### config.mk
export PLATFORM = sky130hd
export DESIGN_NAME = nfba_div
export DESIGN_NICKNAME = d
export VERILOG_FILES = /design/src/hdl/nfba_pkg.sv /design/src/hdl/nfba_div.sv
export SDC_FILE = /design/constraint.sdc
export NUM_CORES = 1
export LEC_CHECK = 0
export ABC_AREA = 1
export BUFFER_PORTS_ARGS = -buffer_cell sky130_fd_sc_hd__buf_4
export CORE_MARGIN = 3
export CORE_UTILIZATION = 50
export DETAILED_ROUTE_END_ITERATION = 6
export GPL_TIMING_DRIVEN = 0
export HOLD_SLACK_MARGIN = 0.02
export PLACE_DENSITY_LB_ADDON = 0.08
export REMOVE_ABC_BUFFERS = 1
export SYNTH_ARGS = -nofsm -noshare
export SYNTH_HDL_FRONTEND = slang
export SYNTH_SLANG_ARGS = --single-unit
### constraint.sdc
create_clock -name clk_i -period 4.99 [get_ports clk_i]
set_input_delay 0.2495 -clock clk_i [delete_from_list [all_inputs] [get_ports clk_i]]
set_output_delay 0.2495 -clock clk_i [all_outputs]
set_load 0.01 [all_outputs]
### src/hdl/nfba_pkg.sv
// ----------------------------------------------------------------------------
// nfba_pkg
// Types, codes and widths shared by the next-fit block allocator modules.
// ----------------------------------------------------------------------------
package nfba_pkg;

  localparam int NUM_BLOCKS = 1024;

  localparam int REQ_W   = 24;  // request size in bytes
  localparam int UNIT_W  = 16;  // bytes per block
  localparam int CNT_W   = 11;  // pool size, rover, in-use count
  localparam int LEN_W   = 11;  // stored run length
  localparam int POS_W   = 12;  // search position, may pass the pool end
  localparam int IDX_W   = 10;  // block index on the ports
  localparam int APB_AW  = 3;
  localparam int APB_DW  = 32;

  localparam logic [UNIT_W-1:0] UNIT_RESET  = 16'd64;
  localparam logic [CNT_W-1:0]  COUNT_RESET = 11'd1024;
  localparam logic [CNT_W-1:0]  COUNT_MAX   = 11'd2047;

  typedef enum logic {
    KIND_ALLOC = 1'b0,
    KIND_FREE  = 1'b1
  } kind_e;

  typedef enum logic [1:0] {
    STAT_OK       = 2'd0,
    STAT_NO_SPACE = 2'd1,
    STAT_BAD_SIZE = 2'd2,
    STAT_BAD_FREE = 2'd3
  } status_e;

  typedef enum logic {
    REG_UNIT_BYTES  = 1'b0,
    REG_BLOCK_COUNT = 1'b1
  } reg_e;

  typedef enum logic [2:0] {
    S_CLEAR,
    S_IDLE,
    S_DIV,
    S_START,
    S_ITER,
    S_CHK,
    S_FREE
  } state_e;

  typedef struct packed {
    kind_e             kind;
    logic [REQ_W-1:0]  request_bytes;
    logic [IDX_W-1:0]  free_index;
  } req_t;

  typedef struct packed {
    status_e           status;
    logic [IDX_W-1:0]  block_index;
    logic [CNT_W-1:0]  blocks_in_use;
  } rsp_t;

  typedef struct packed {
    logic              done;
    logic [REQ_W-1:0]  quotient;
    logic              rem_nz;
  } div_res_t;

endpackage

### src/hdl/nfba_div.sv
// ----------------------------------------------------------------------------
// nfba_div
// Restoring divider, one quotient bit per cycle; reports quotient and
// whether a remainder is left.
// ----------------------------------------------------------------------------
module nfba_div (
  input  logic                         clk_i,
  input  logic                         rst_ni,
  input  logic                         start_i,
  input  logic [nfba_pkg::REQ_W-1:0]   dividend_i,
  input  logic [nfba_pkg::UNIT_W-1:0]  divisor_i,
  output nfba_pkg::div_res_t           res_o
);
  import nfba_pkg::*;

  localparam int StepW = $clog2(REQ_W);

  logic             run_q, run_d;
  logic             done_q, done_d;
  logic [StepW-1:0] step_q, step_d;
  logic [REQ_W-1:0] quo_q, quo_d;
  logic [UNIT_W-1:0] rem_q, rem_d;
  logic [UNIT_W-1:0] dsr_q, dsr_d;

  logic [UNIT_W:0]   trial;
  logic [UNIT_W+1:0] diff;
  logic              borrow;

  assign trial  = {rem_q, quo_q[REQ_W-1]};
  assign diff   = {1'b0, trial} - {2'b00, dsr_q};
  assign borrow = diff[UNIT_W+1];

  always_comb begin
    run_d  = run_q;
    done_d = 1'b0;
    step_d = step_q;
    quo_d  = quo_q;
    rem_d  = rem_q;
    dsr_d  = dsr_q;
    if (start_i) begin
      run_d  = 1'b1;
      step_d = '0;
      quo_d  = dividend_i;
      rem_d  = '0;
      dsr_d  = divisor_i;
    end else if (run_q) begin
      quo_d  = {quo_q[REQ_W-2:0], ~borrow};
      rem_d  = borrow ? trial[UNIT_W-1:0] : diff[UNIT_W-1:0];
      step_d = step_q + 1'b1;
      if (step_q == StepW'(REQ_W - 1)) begin
        run_d  = 1'b0;
        done_d = 1'b1;
      end
    end
  end

  always_ff @(posedge clk_i or negedge rst_ni) begin
    if (!rst_ni) begin
      run_q  <= 1'b0;
      done_q <= 1'b0;
      step_q <= '0;
    end else begin
      run_q  <= run_d;
      done_q <= done_d;
      step_q <= step_d;
    end
  end

  always_ff @(posedge clk_i) begin
    quo_q <= quo_d;
    rem_q <= rem_d;
    dsr_q <= dsr_d;
  end

  assign res_o.done     = done_q;
  assign res_o.quotient = quo_q;
  assign res_o.rem_nz   = |rem_q;

endmodule

==> key figures, run 1 <==
Placement
  – Dpl cells: 628
  – DP Worst Slack: 2.23 ns
  – PortBufs: 68
  – Area after DPL: ~4300 µm²
  – Routability Congestion: 0.936
  – Dpl hpwl: 6.11 mm

Worst setup path
  – CP endpoint kind: register
  – Reg-to-reg startpoint: run_q
  – FF-to-FF path depth: 3
  – Crit path required time: around 5.2 ns
  – R2R setup slack: 2.45 ns
  – CP Data Arrival Time: 2.78 ns
  – Worst r2r dst: rem_q[0]
  – Startpoint types: register
  – CP max FO: 30
  – Crit Path Category: register to register

Logic synthesis
  – Post-synthesis sequential area ratio: 0.457
  – Yosys cell types: 32
  – Cell Area, Synth: 3710 µm²
  – Post-synthesis cell count: 476
  – Synth Register Bits: 63
  – Synth Warn #: 0
  – Avg Cell Area, Syn: 7.80 µm²

Power and ir drop
  – Gate power share: 0.414
  – Peak VDD IR: 0.000162 V
  – Part of the power in registers: 0.356
  – Psw: 0.000785 W
  – Sw frac: 0.396
  – Pwr Density: 443 nW/µm²
  – Leakage: about 2.3 nW
  – Clk network pwr share: 0.229
  – Int Pwr: between 0.001 and 0.0015 W

Finish
  – Commonest non-fill, non-tap cell in the layout: nand2_1
  – Layout cell share with drive strength beyond 1: 0.182
  – Final non-filler cell total: 645
  – Diode count: 0
  – Final Cell Area: about 4500 µm²
  – Final core occ: 0.641
  – Layout area overhead: 20.7%
  – Commonest cells after routing, fill and taps aside: nand2_1 (184), inv_1 (70), buf_4 (68), edfxtp_1 (40), nand3_1 (39)
  – Final net count: 605

Floorplan
  – Site Rows: 30
  – Die Height: 92.2 µm
  – Initial core utilization: 0.532
  – Die extent in x: just over 90 µm
  – Core ar.: ~7000 µm²
  – # IOs: 69
  – Die Area: 8490 µm²

Min path
  – Hold/Removal Path Class: input port to register
  – WHS Endpoint: dsr_q[7]
  – Worst Hold Path Cells: 1
  – HP Start: divisor_i[7]

Global route
  – Largest net degree at the start of global routing: 44
  – First-pass GRT wire length: 14.8 mm
  – Number of global-route vias before repair: 3222
  – GRT Resource Usage Total: 0.217
  – Remaining global-route overflow: 0
  – Initial antenna violation count: 0

CTS
  – CTS Buf Count: 9
  – H-Tree Depth: 3
  – Clock insertion delay at the later pin of the skew report: 0.35 ns
  – Post-CTS Setup Bufs: 0
  – Clock sink count: 63
  – Max Buffers Root-to-Sink: 2
  – CTS clk-pin slew, worst paths: 0.09 ns
  – TritonCTS clock tree: yes
  – Clock Tree Root: clkbuf_8
  – Number of gates resized after CTS: 0
  – Hold-fix buffers, CTS: 1

Detailed routing
  – Pre-Repair DR Iteration Count: 4
  – DR vias: 3235
  – Initial drt markers: 134
  – DR DRC count: 0
  – DRT Wirelength: 8.45 mm
  – Routed vias/inst: 5.02
  – Number of nets with antenna violations after routing: 0
  – WL/cell: around 13 µm

Timing
  – Fin. max-slew vios: 0
  – Max Clock Skew: 0.0173 ns
  – Fmax: approximately 390 MHz
  – Slew margin rel.: 0.165
  – Worst-Margin Slew: 1.25 ns
  – Setup tns final: 0 ns
  – RSZ-0062 raised after global routing: no
  – Worst Setup Slack, final: 2.45 ns
  – Tcrit/Tclk final: 0.509
  – Final Hold Viols: 0
  – Minimum clock period: 2.54 ns
  – # setup viols final: 0

Outcome
  – Outcome: finished, final reports clean

Run
  – Max-cap violations: 0
==> area by class of cell <==
class | instances | area (µm²)
Timing Repair Buffer | 69 | 520
Inverter | 70 | 263
Tap cell | 96 | 120
Clock inverter | 6 | 71.3
Fill cell | 675 | 2500
Sequential cell | 63 | 1700
Multi-Input combinational cell | 331 | 1680
Clock buffer | 10 | 128
==> power groups by stage <==
stage | logic (W) | registers (W) | clock network [W]
after floorplan | 0.000595 | 0.000710 | 0
after global placement | 0.000794 | 0.000714 | 0
after detailed placement | 0.000815 | 0.000716 | 0
after CTS | 0.000822 | 0.000707 | 0.000464
after global routing | 0.000938 | 0.000719 | 0.000488
final | 0.000822 | 0.000707 | 0.000455
==> synth_stat cells <==
library cell	instances	area [µm²]
a21oi_1	14	70.1
a21oi_4	1	16.3
a31oi_1	1	6.26
and2_1	2	12.5
and2_2	1	7.51
buf_2	1	5.00
buf_4	2	15.0
buf_6	1	11.3
buf_8	1	15.0
clkbuf_1	7	26.3
dfrtp_1	7	175
dfxtp_1	16	320
edfxtp_1	40	1200
fa_1	1	20.0
ha_1	17	213
inv_1	70	263
nand2_1	184	691
nand2_2	4	25.0
nand2_4	2	22.5
nand3_1	39	195
nand3_2	5	50.1
nand3b_1	6	45.0
nand4_1	6	37.5
nor2_1	16	60.1
nor2_2	2	12.5
nor3_1	4	20.0
nor3_4	1	16.3
nor4_1	5	31.3
o21ai_0	12	60.1
or2_2	1	6.26
xnor2_1	5	43.8
xor2_1	2	17.5
==> cells by family after synthesis <==
logic type      Yosys count  share of synthesized area
fa+ha+maj                18                     0.0627
buf+inv                  82                     0.0904
compound gates           28                     0.0411
xor+xnor                  7                     0.0165
simple gates            278                      0.332
flops                    63                      0.457
==> through the flow <==
step | hold slack (ns) | power, W
floorplan | -0.0461 | 0.00131
global placement | 0.0657 | 0.00151
detailed placement | 0.0693 | 0.00153
CTS | 0.0568 | 0.00199
global route | 0.0552 | 0.00215
finish | 0.0705 | 0.00198
==> layer usage <==
| layer | vias to the layer above | wire length, µm | GRT usage |
|---|---|---|---|
| li1 | 1652 | - | - |
| met1 | 1491 | 3740 | 0.270 |
| met2 | 79 | 4040 | 0.364 |
| met3 | 13 | 542 | 0.0648 |
| met4 | 0 | 116 | 0.0656 |
| met5 | - | 0 | 0 |
==> registers in the layout (all words and copies together), names as in the netlist <==
name / cells
dsr_q: 16
rem_q: 16
run_q: 1
quo_q: 24
done_q: 1
step_q: 5
==> worst max-delay path, cell delays in order, from the launching register on <==
cell     delay [ns]
dfrtp_1        0.43
nor2_1         0.80
inv_1          0.80
o21ai_0        0.40
==> worst max path at each step <==
stage	from	end	slack, ns
3_3_place_gp	start_i	quo_q[22]	2.35
2_1_floorplan	quo_q[23]	rem_q[8]	3.06
5_1_grt	run_q	rem_q[4]	2.17
4_1_cts	run_q	rem_q[0]	2.34
3_5_place_dp	start_i	rem_q[0]	2.23
6_report	run_q	rem_q[0]	2.45
Note: power is estimated with default switching activity, not from simulation.
==> inputs of run 2 (changes only) <==
==> constraint.sdc (replaced) <==
create_clock -name clk_i -period 2.2 [get_ports clk_i]
set_input_delay 0.11 -clock clk_i [delete_from_list [all_inputs] [get_ports clk_i]]
set_output_delay 0.11 -clock clk_i [all_outputs]
set_load 0.01 [all_outputs]
==> run 2 against run 1 <==
  * Total power increased by 130%
  * Global-route usage is 1.5 points higher
  * Via count grew 4.8%
  * Combinational power up 140%
  * Setup slack worse by 2.3 ns
  * First-iteration DRC count increased by 0.75%
  * Die area stayed put
  * Highest routed layer unchanged
  * Register-to-register slack worse by 2.3 ns
  * Critical path depth up 11
  * Critical path type unchanged
==> key figures, run 2 (synthesis results as in run 1) <==
Detailed routing
  – Number of nets with antenna violations after routing: 0
  – Pre-Repair DR Iteration Count: 4
  – Initial drt markers: roughly 140
  – DRT Wirelength: ~9.1 mm
  – DR DRC count: 0
  – Routed vias/inst: 5.01
  – DR vias: 3390
  – WL/cell: 13.4 µm

CTS
  – Max Buffers Root-to-Sink: 2
  – CTS Buf Count: 9
  – TritonCTS clock tree: yes
  – Clock insertion delay at the later pin of the skew report: 0.35 ns
  – Clock sink count: between 60 and 70
  – CTS clk-pin slew, worst paths: 0.08 ns
  – Clock Tree Root: clkbuf_8
  – H-Tree Depth: 3

Power and ir drop
  – Int Pwr: 0.00282 W
  – Clk network pwr share: 0.222
  – Peak VDD IR: 0.000365 V
  – Pwr Density: about 970 nW/µm²
  – Gate power share: 0.433
  – Part of the power in registers: 0.345
  – Sw frac: 0.394
  – Psw: between 0.0015 and 0.002 W
  – Leakage: 2.44 nW
  – Final Power: 0.00465 W

Finish
  – # fillers: 623
  – Commonest cells after routing, fill and taps aside: nand2_1 (183), buf_4 (72), inv_1 (69), edfxtp_1 (40), nand3_1 (38)
  – Diode count: 0
  – Final non-filler cell total: 676
  – Multi-input gate area: between 1500 and 2000 µm²
  – Number of flip-flops in the largest register: 24
  – Seq. cell area: ~1700 µm²
  – Commonest non-fill, non-tap cell in the layout: nand2_1
  – Layout cell share with drive strength beyond 1: 0.190
  – Final core occ: 0.690
  – Most flops, register: quo_q
  – Layout area overhead: 29.7%
  – Final net count: around 640
  – Top flop regs: quo_q x24, dsr_q x16, rem_q x16

Placement
  – PortBufs: 68
  – Routability Congestion: 0.936
  – Dpl hpwl: 6.11 mm
  – Dpl cells: between 600 and 700

Global route
  – Number of global-route vias before repair: ~3400
  – Largest net degree at the start of global routing: 44
  – Remaining global-route overflow: 0
  – GRT Resource Usage Total: 0.232
  – Initial antenna violation count: 0
  – First-pass GRT wire length: 15.8 mm

Timing
  – Fmax: slightly below 500 MHz
  – RSZ-0062 raised after global routing: yes
  – Max Clock Skew: 0.0169 ns
  – Minimum clock period: 2.04 ns
  – Tcrit/Tclk final: 0.925
  – Fin. max-slew vios: 0
  – Worst-Margin Slew: between 1 and 1.5 ns
  – # setup viols final: 0
  – Final Hold Viols: 0
  – Slew margin rel.: 0.142

Worst setup path
  – Crit Path Category: register to register
  – CP endpoint kind: register
  – CP Data Arrival Time: roughly 2.3 ns
  – CP max FO: 4
  – Crit path required time: 2.44 ns
  – Startpoint types: register

Outcome
  – Outcome: finished, final reports clean

Floorplan
  – Initial core utilization: 0.532
  – Die Area: 8490 µm²
  – # IOs: 69
  – Die Height: 92.2 µm
  – Die extent in x: 92.2 µm
  – Core ar.: between 6000 and 7000 µm²
  – Site Rows: 30

Min path
  – Hold/Removal Path Class: input port to register

Run
  – Max-cap violations: 0
-- run 2: cell types whose count changed in the layout (fill, tap and decap cells not counted), moves of 2 or more --
cell and delta:
dlygate4sd3_1 +26, buf_4 +4, clkinvlp_4 +2, nand2_4 -2, nand2_8 +2
-- run 2: through the flow --
step / hold WS, ns / TNS [ns] / area, µm² / setup WS [ns]
after global routing: 0.0335 / -0.0287 / 4810 / -0.0287
after detailed placement: -0.0702 / -10.84 / 4270 / -0.418
after CTS: 0.0201 / 0 / 4770 / 0.0305
final: 0.0359 / 0 / 4810 / 0.165
after floorplan: -0.186 / 0 / 3640 / 0.273
after global placement: -0.0738 / -8.69 / 4270 / -0.298
-- run 2: repair_timing --
item,CTS,global route
cloned,1,0
resized for setup,3,6
pin swaps,1,1
setup buffers,3,1
hold endpoints to repair,33,0
setup endpoints to repair,39,13
hold buffers,27,0
-- run 2: final timing paths --
| kind | slack, ns | start | depth (start not counted) | endpoint |
|---|---|---|---|---|
| worst max-delay path | 0.16 | quo_q[23] | 14 | rem_q[14] |
| worst min-delay path | 0.04 | dividend_i[12] | 3 | quo_q[12] |
| worst max register to register | 0.16 | quo_q[23] | 14 | rem_q[14] |
| worst min register to register | 0.49 | rem_q[10] | 2 | rem_q[10] |
| max in group asynchronous | 1.96 | rst_ni | 2 | run_q |
| min in group asynchronous | 0.11 | rst_ni | 2 | step_q[2] |
-- run 2: layout make-up --
class,instances,share of cell area
Multi-Input combinational cell,331,0.356
Sequential cell,63,0.352
Timing Repair Buffer,99,0.168
Inverter,70,0.0554
Clock buffer,10,0.0265
Tap cell,96,0.0249
Clock inverter,6,0.0148
Timing Repair inverter,1,0.00156
-- run 2: critical path: stages, from the launching register on --
cell and delay (ns):
edfxtp_1 0.40, inv_1 0.11, ha_1 0.15, inv_1 0.08
fa_2 0.38, nand3_1 0.11, nand3_2 0.12, nand2_1 0.08
nand2_1 0.10, nand2_2 0.10, nand2_1 0.05, nand2_1 0.07
nand3_2 0.06, nand2_1 0.08, nand2_1 0.04
-- run 2: layer usage --
metal	GRT usage	part of all wire	vias up	wire [µm]
met3	0.0582	0.057	13	517
met4	0.0668	0.014	0	126
li1	-	-	1719	-
met1	0.293	0.43	1583	3950
met5	0	0	-	0
met2	0.392	0.49	75	4490
-- run 2: power groups by stage --
stage	clock network (W)	logic, W	registers [W]
2_1_floorplan	0	0.00135	0.00161
3_3_place_gp	0	0.00180	0.00162
3_5_place_dp	0	0.00185	0.00162
4_1_cts	0.00105	0.00195	0.00160
5_1_grt	0.00111	0.00228	0.00163
6_report	0.00103	0.00201	0.00161
==> inputs of run 3 (changes only) <==
--- a/config.mk
+++ b/config.mk
@@ -5,7 +5,6 @@
 export SDC_FILE = /design/constraint.sdc
 export NUM_CORES = 1
 export LEC_CHECK = 0
-export ABC_AREA = 1
 export BUFFER_PORTS_ARGS = -buffer_cell sky130_fd_sc_hd__buf_4
 export CORE_MARGIN = 3
 export CORE_UTILIZATION = 50
==> run 3 against run 2 <==
  * Via count decreased by 11%
  * Design area increased by 3.6%
  * Utilization increased by 4.0 points
  * Sequential power decreased by 13%
  * Critical path depth decreased by 4
  * Fmax decreased by 14%
  * Die area decreased by 4.2%
  * Register-to-register slack got worse by 0.32 ns
  * Total power decreased by 35%
  * Synthesized area decreased by 4.5%
  * Critical endpoint is now rem_q[10]
  * Non-clock buffer count increased by 14
  * The flow now finishes with violations (negative setup slack)
  * Routed wire length decreased by 2.2%
==> key figures, run 3 <==
Outcome
  – Outcome: finished with violations
  – Failing checks: negative setup slack

Finish
  – Commonest non-fill, non-tap cell in the layout: buf_4
  – Most flops, register: quo_q
  – Layout cell share with drive strength beyond 1: 0.420
  – Layout area overhead: 40.7%
  – Commonest cells after routing, fill and taps aside: buf_4 (92), edfxtp_1 (40), mux2_2 (24), nor2_1 (21), dlygate4sd3_1 (17)
  – Diode count: 0
  – Final non-filler cell total: between 500 and 600
  – Final net count: between 400 and 500
  – Top flop regs: quo_q x24, dsr_q x16, rem_q x16
  – Number of flip-flops in the largest register: 24
  – Final core occ: 0.730
  – Final Cell Area: 4990 µm²

Worst setup path
  – CP Data Arrival Time: 2.59 ns
  – Reg-to-reg startpoint: quo_q[23]
  – Crit path buf inv count: 2
  – Worst path depth: 10
  – Slowest CP cell: edfxtp_1
  – Crit path from: quo_q[23]
  – Crit path required time: between 2 and 2.5 ns
  – Worst r2r dst: rem_q[10]
  – R2R setup slack: -0.16 ns
  – CP peak stage delay: 0.40 ns
  – Cell family with most CP delay: compound AO/OA/AOI/OAI gates
  – Crit Path Category: register to register
  – CP endpoint kind: register
  – CP max FO: 4
  – FF-to-FF path depth: 10
  – Worst Setup EP: rem_q[10]
  – Startpoint types: register
  – CP cell instances: inv_1 > ha_2 > inv_2 > fa_2 > a21o_1 > a22o_4 > o221ai_2 > xor2_1 > a211oi_1 > a311o_1

Power and ir drop
  – Clk network pwr share: 0.329
  – Leakage: approximately 2.2 nW
  – Pwr Density: 611 nW/µm²
  – Sw frac: 0.264
  – Gate power share: 0.210
  – Part of the power in registers: 0.461
  – Peak VDD IR: 0.000411 V
  – Int Pwr: between 0.002 and 0.0025 W
  – Psw: 0.000802 W

Placement
  – Dpl cells: 466
  – Dpl hpwl: 5.48 mm
  – Area after DPL: ~4100 µm²
  – DP Worst Slack: -0.615 ns
  – Routability Congestion: about 0.87
  – PortBufs: 68

Min path
  – Hold/Removal Path Class: input port to register

Floorplan
  – Die Area: 8130 µm²
  – Initial core utilization: 0.519
  – Die extent in x: 90.2 µm
  – Core ar.: 6830 µm²
  – Die Height: 90.2 µm
  – # IOs: roughly 70
  – Site Rows: 30

Logic synthesis
  – Post-synthesis sequential area ratio: 0.479
  – Avg Cell Area, Syn: 11.2 µm²
  – Synth Flop Type: edfxtp_1
  – Synth Register Bits: 63
  – Ys async rst share: 0.111
  – Cell with the most instances after synthesis: edfxtp_1
  – Commonest cells in the netlist: edfxtp_1 (40), mux2_2 (24), nor2_1 (22)
  – Synth Warn #: 0
  – Yosys top cell area share: 0.339
  – Ranking of synthesized cells by area: edfxtp_1 (34%), dfxtp_1 (9.0%), mux2_2 (7.6%), ha_1 (6.0%), dfrtp_1 (4.9%)
  – Post-synthesis cell count: between 300 and 400
  – Number of synthesized flops with an enable pin: 40
  – Yosys cell types: 62
  – Post-synth top area cell: edfxtp_1
  – Cell Area, Synth: 3540 µm²

Detailed routing
  – Number of nets with antenna violations after routing: 0
  – Routed vias/inst: 5.69
  – DR DRC count: 0
  – Pre-Repair DR Iteration Count: 4
  – DRT Wirelength: 8.88 mm
  – WL/cell: 16.8 µm
  – Initial drt markers: 237
  – DR vias: 3009

Timing
  – Minimum clock period: 2.36 ns
  – Fmax: 424 MHz
  – Max Clock Skew: 0.00830 ns
  – Tcrit/Tclk final: 1.07
  – RSZ-0062 raised after global routing: yes
  – # setup viols final: 15
  – Worst-Margin Slew: 0.871 ns
  – Worst Setup Slack, final: -0.156 ns
  – Slew margin rel.: 0.419
  – Final Hold Viols: 0
  – Fin. max-slew vios: 0

Global route
  – GRT Resource Usage Total: 0.222
  – M2 GR Usage: 0.355
  – Number of global-route vias before repair: around 2900
  – Most used routing layer: met2
  – First-pass GRT wire length: 14.5 mm
  – Met1 Track Usage GR: 0.289
  – M3 GR Usage: 0.0636
  – Largest net degree at the start of global routing: 58
  – Initial antenna violation count: 0
  – Remaining global-route overflow: 0

CTS
  – CTS clk-pin slew, worst paths: approximately 0.07 ns
  – Max Buffers Root-to-Sink: 2
  – H-Tree Depth: 3
  – CTS Buf Count: 9
  – TritonCTS clock tree: yes
  – Clock insertion delay at the later pin of the skew report: approximately 0.34 ns
  – Clock sink count: 63
  – Clock Tree Root: clkbuf_8

Run
  – Max-cap violations: 0
[run 3: cell count changes after synthesis, moves of 8 or more]
cell,before,now
inv_1,70,20
mux2_2,0,24
a21oi_1,14,6
a21o_1,0,10
o21ai_0,12,2
nand3_1,39,8
nand2_1,184,17
[run 3: area by class of cell]
class	count	area, µm²
Clock buffer	12	145
Clock inverter	4	46.3
Fill cell	517	1850
Inverter	20	78.8
Multi-Input combinational cell	220	1980
Sequential cell	63	1700
Tap cell	96	120
Timing Repair Buffer	113	906
Timing Repair inverter	1	7.51
[run 3: how the worst min path moves through the flow]
stage / from / to / slack (ns) / cells after the start
after global placement: rst_ni / step_q[1] / -0.07 / 1
final: dividend_i[10] / quo_q[10] / 0.07 / 2
after detailed placement: rst_ni / step_q[1] / -0.07 / 1
after CTS: dividend_i[13] / quo_q[13] / 0.05 / 2
after global routing: dividend_i[13] / quo_q[13] / 0.05 / 2
after floorplan: rst_ni / done_q / -0.19 / 0
[run 3: logic make-up (layout without fill, tap and decap cells)]
kind of cell	Yosys count	count (layout)	share of synthesized area
simple gates	84	84	0.121
compound gates	75	76	0.171
flops	63	63	0.479
buf+inv	34	150	0.0417
mux	26	26	0.0819
fa+ha+maj	18	18	0.0657
xor+xnor	16	16	0.0395
[run 3: power groups by stage]
stage / registers [W] / logic (W) / clock network (W)
CTS: 0.00140 / 0.000585 / 0.00102
finish: 0.00140 / 0.000639 / 0.00100
detailed placement: 0.00142 / 0.000508 / 0
global route: 0.00142 / 0.000692 / 0.00109
global placement: 0.00142 / 0.000497 / 0
floorplan: 0.00144 / 0.000271 / 0
[run 3: metrics by stage]
stage | setup TNS [ns] | hold WS, ns | total power, W
global placement | -8.93 | -0.0742 | 0.00192
CTS | -1.35 | 0.0542 | 0.00301
detailed placement | -10.30 | -0.0727 | 0.00193
floorplan | -0.752 | -0.186 | 0.00171
finish | -1.08 | 0.0690 | 0.00304
global route | -2.76 | 0.0544 | 0.00320
[run 3: repair_timing]
item,CTS,global route
hold buffers,17,0
setup buffers,11,16
endpoints found under the hold margin,23,0
setup endpoints to repair,41,41
gates resized for setup,40,25
cloned,3,0
pin swaps,15,20
[run 3: worst register-to-register path: stages, from the launching register on]
cell and delay, ns:
edfxtp_1 0.40, inv_1 0.08, ha_2 0.18, inv_2 0.04, fa_2 0.35, a21o_1 0.21
a22o_4 0.27, o221ai_2 0.17, xor2_1 0.22, a211oi_1 0.08, a311o_1 0.28
[run 3: metal layers]
metal  up-vias  wire length [µm]
met5         -                 0
met4         0               195
met3        18               581
met2       105              4290
met1      1452              3820
li1       1434                 -
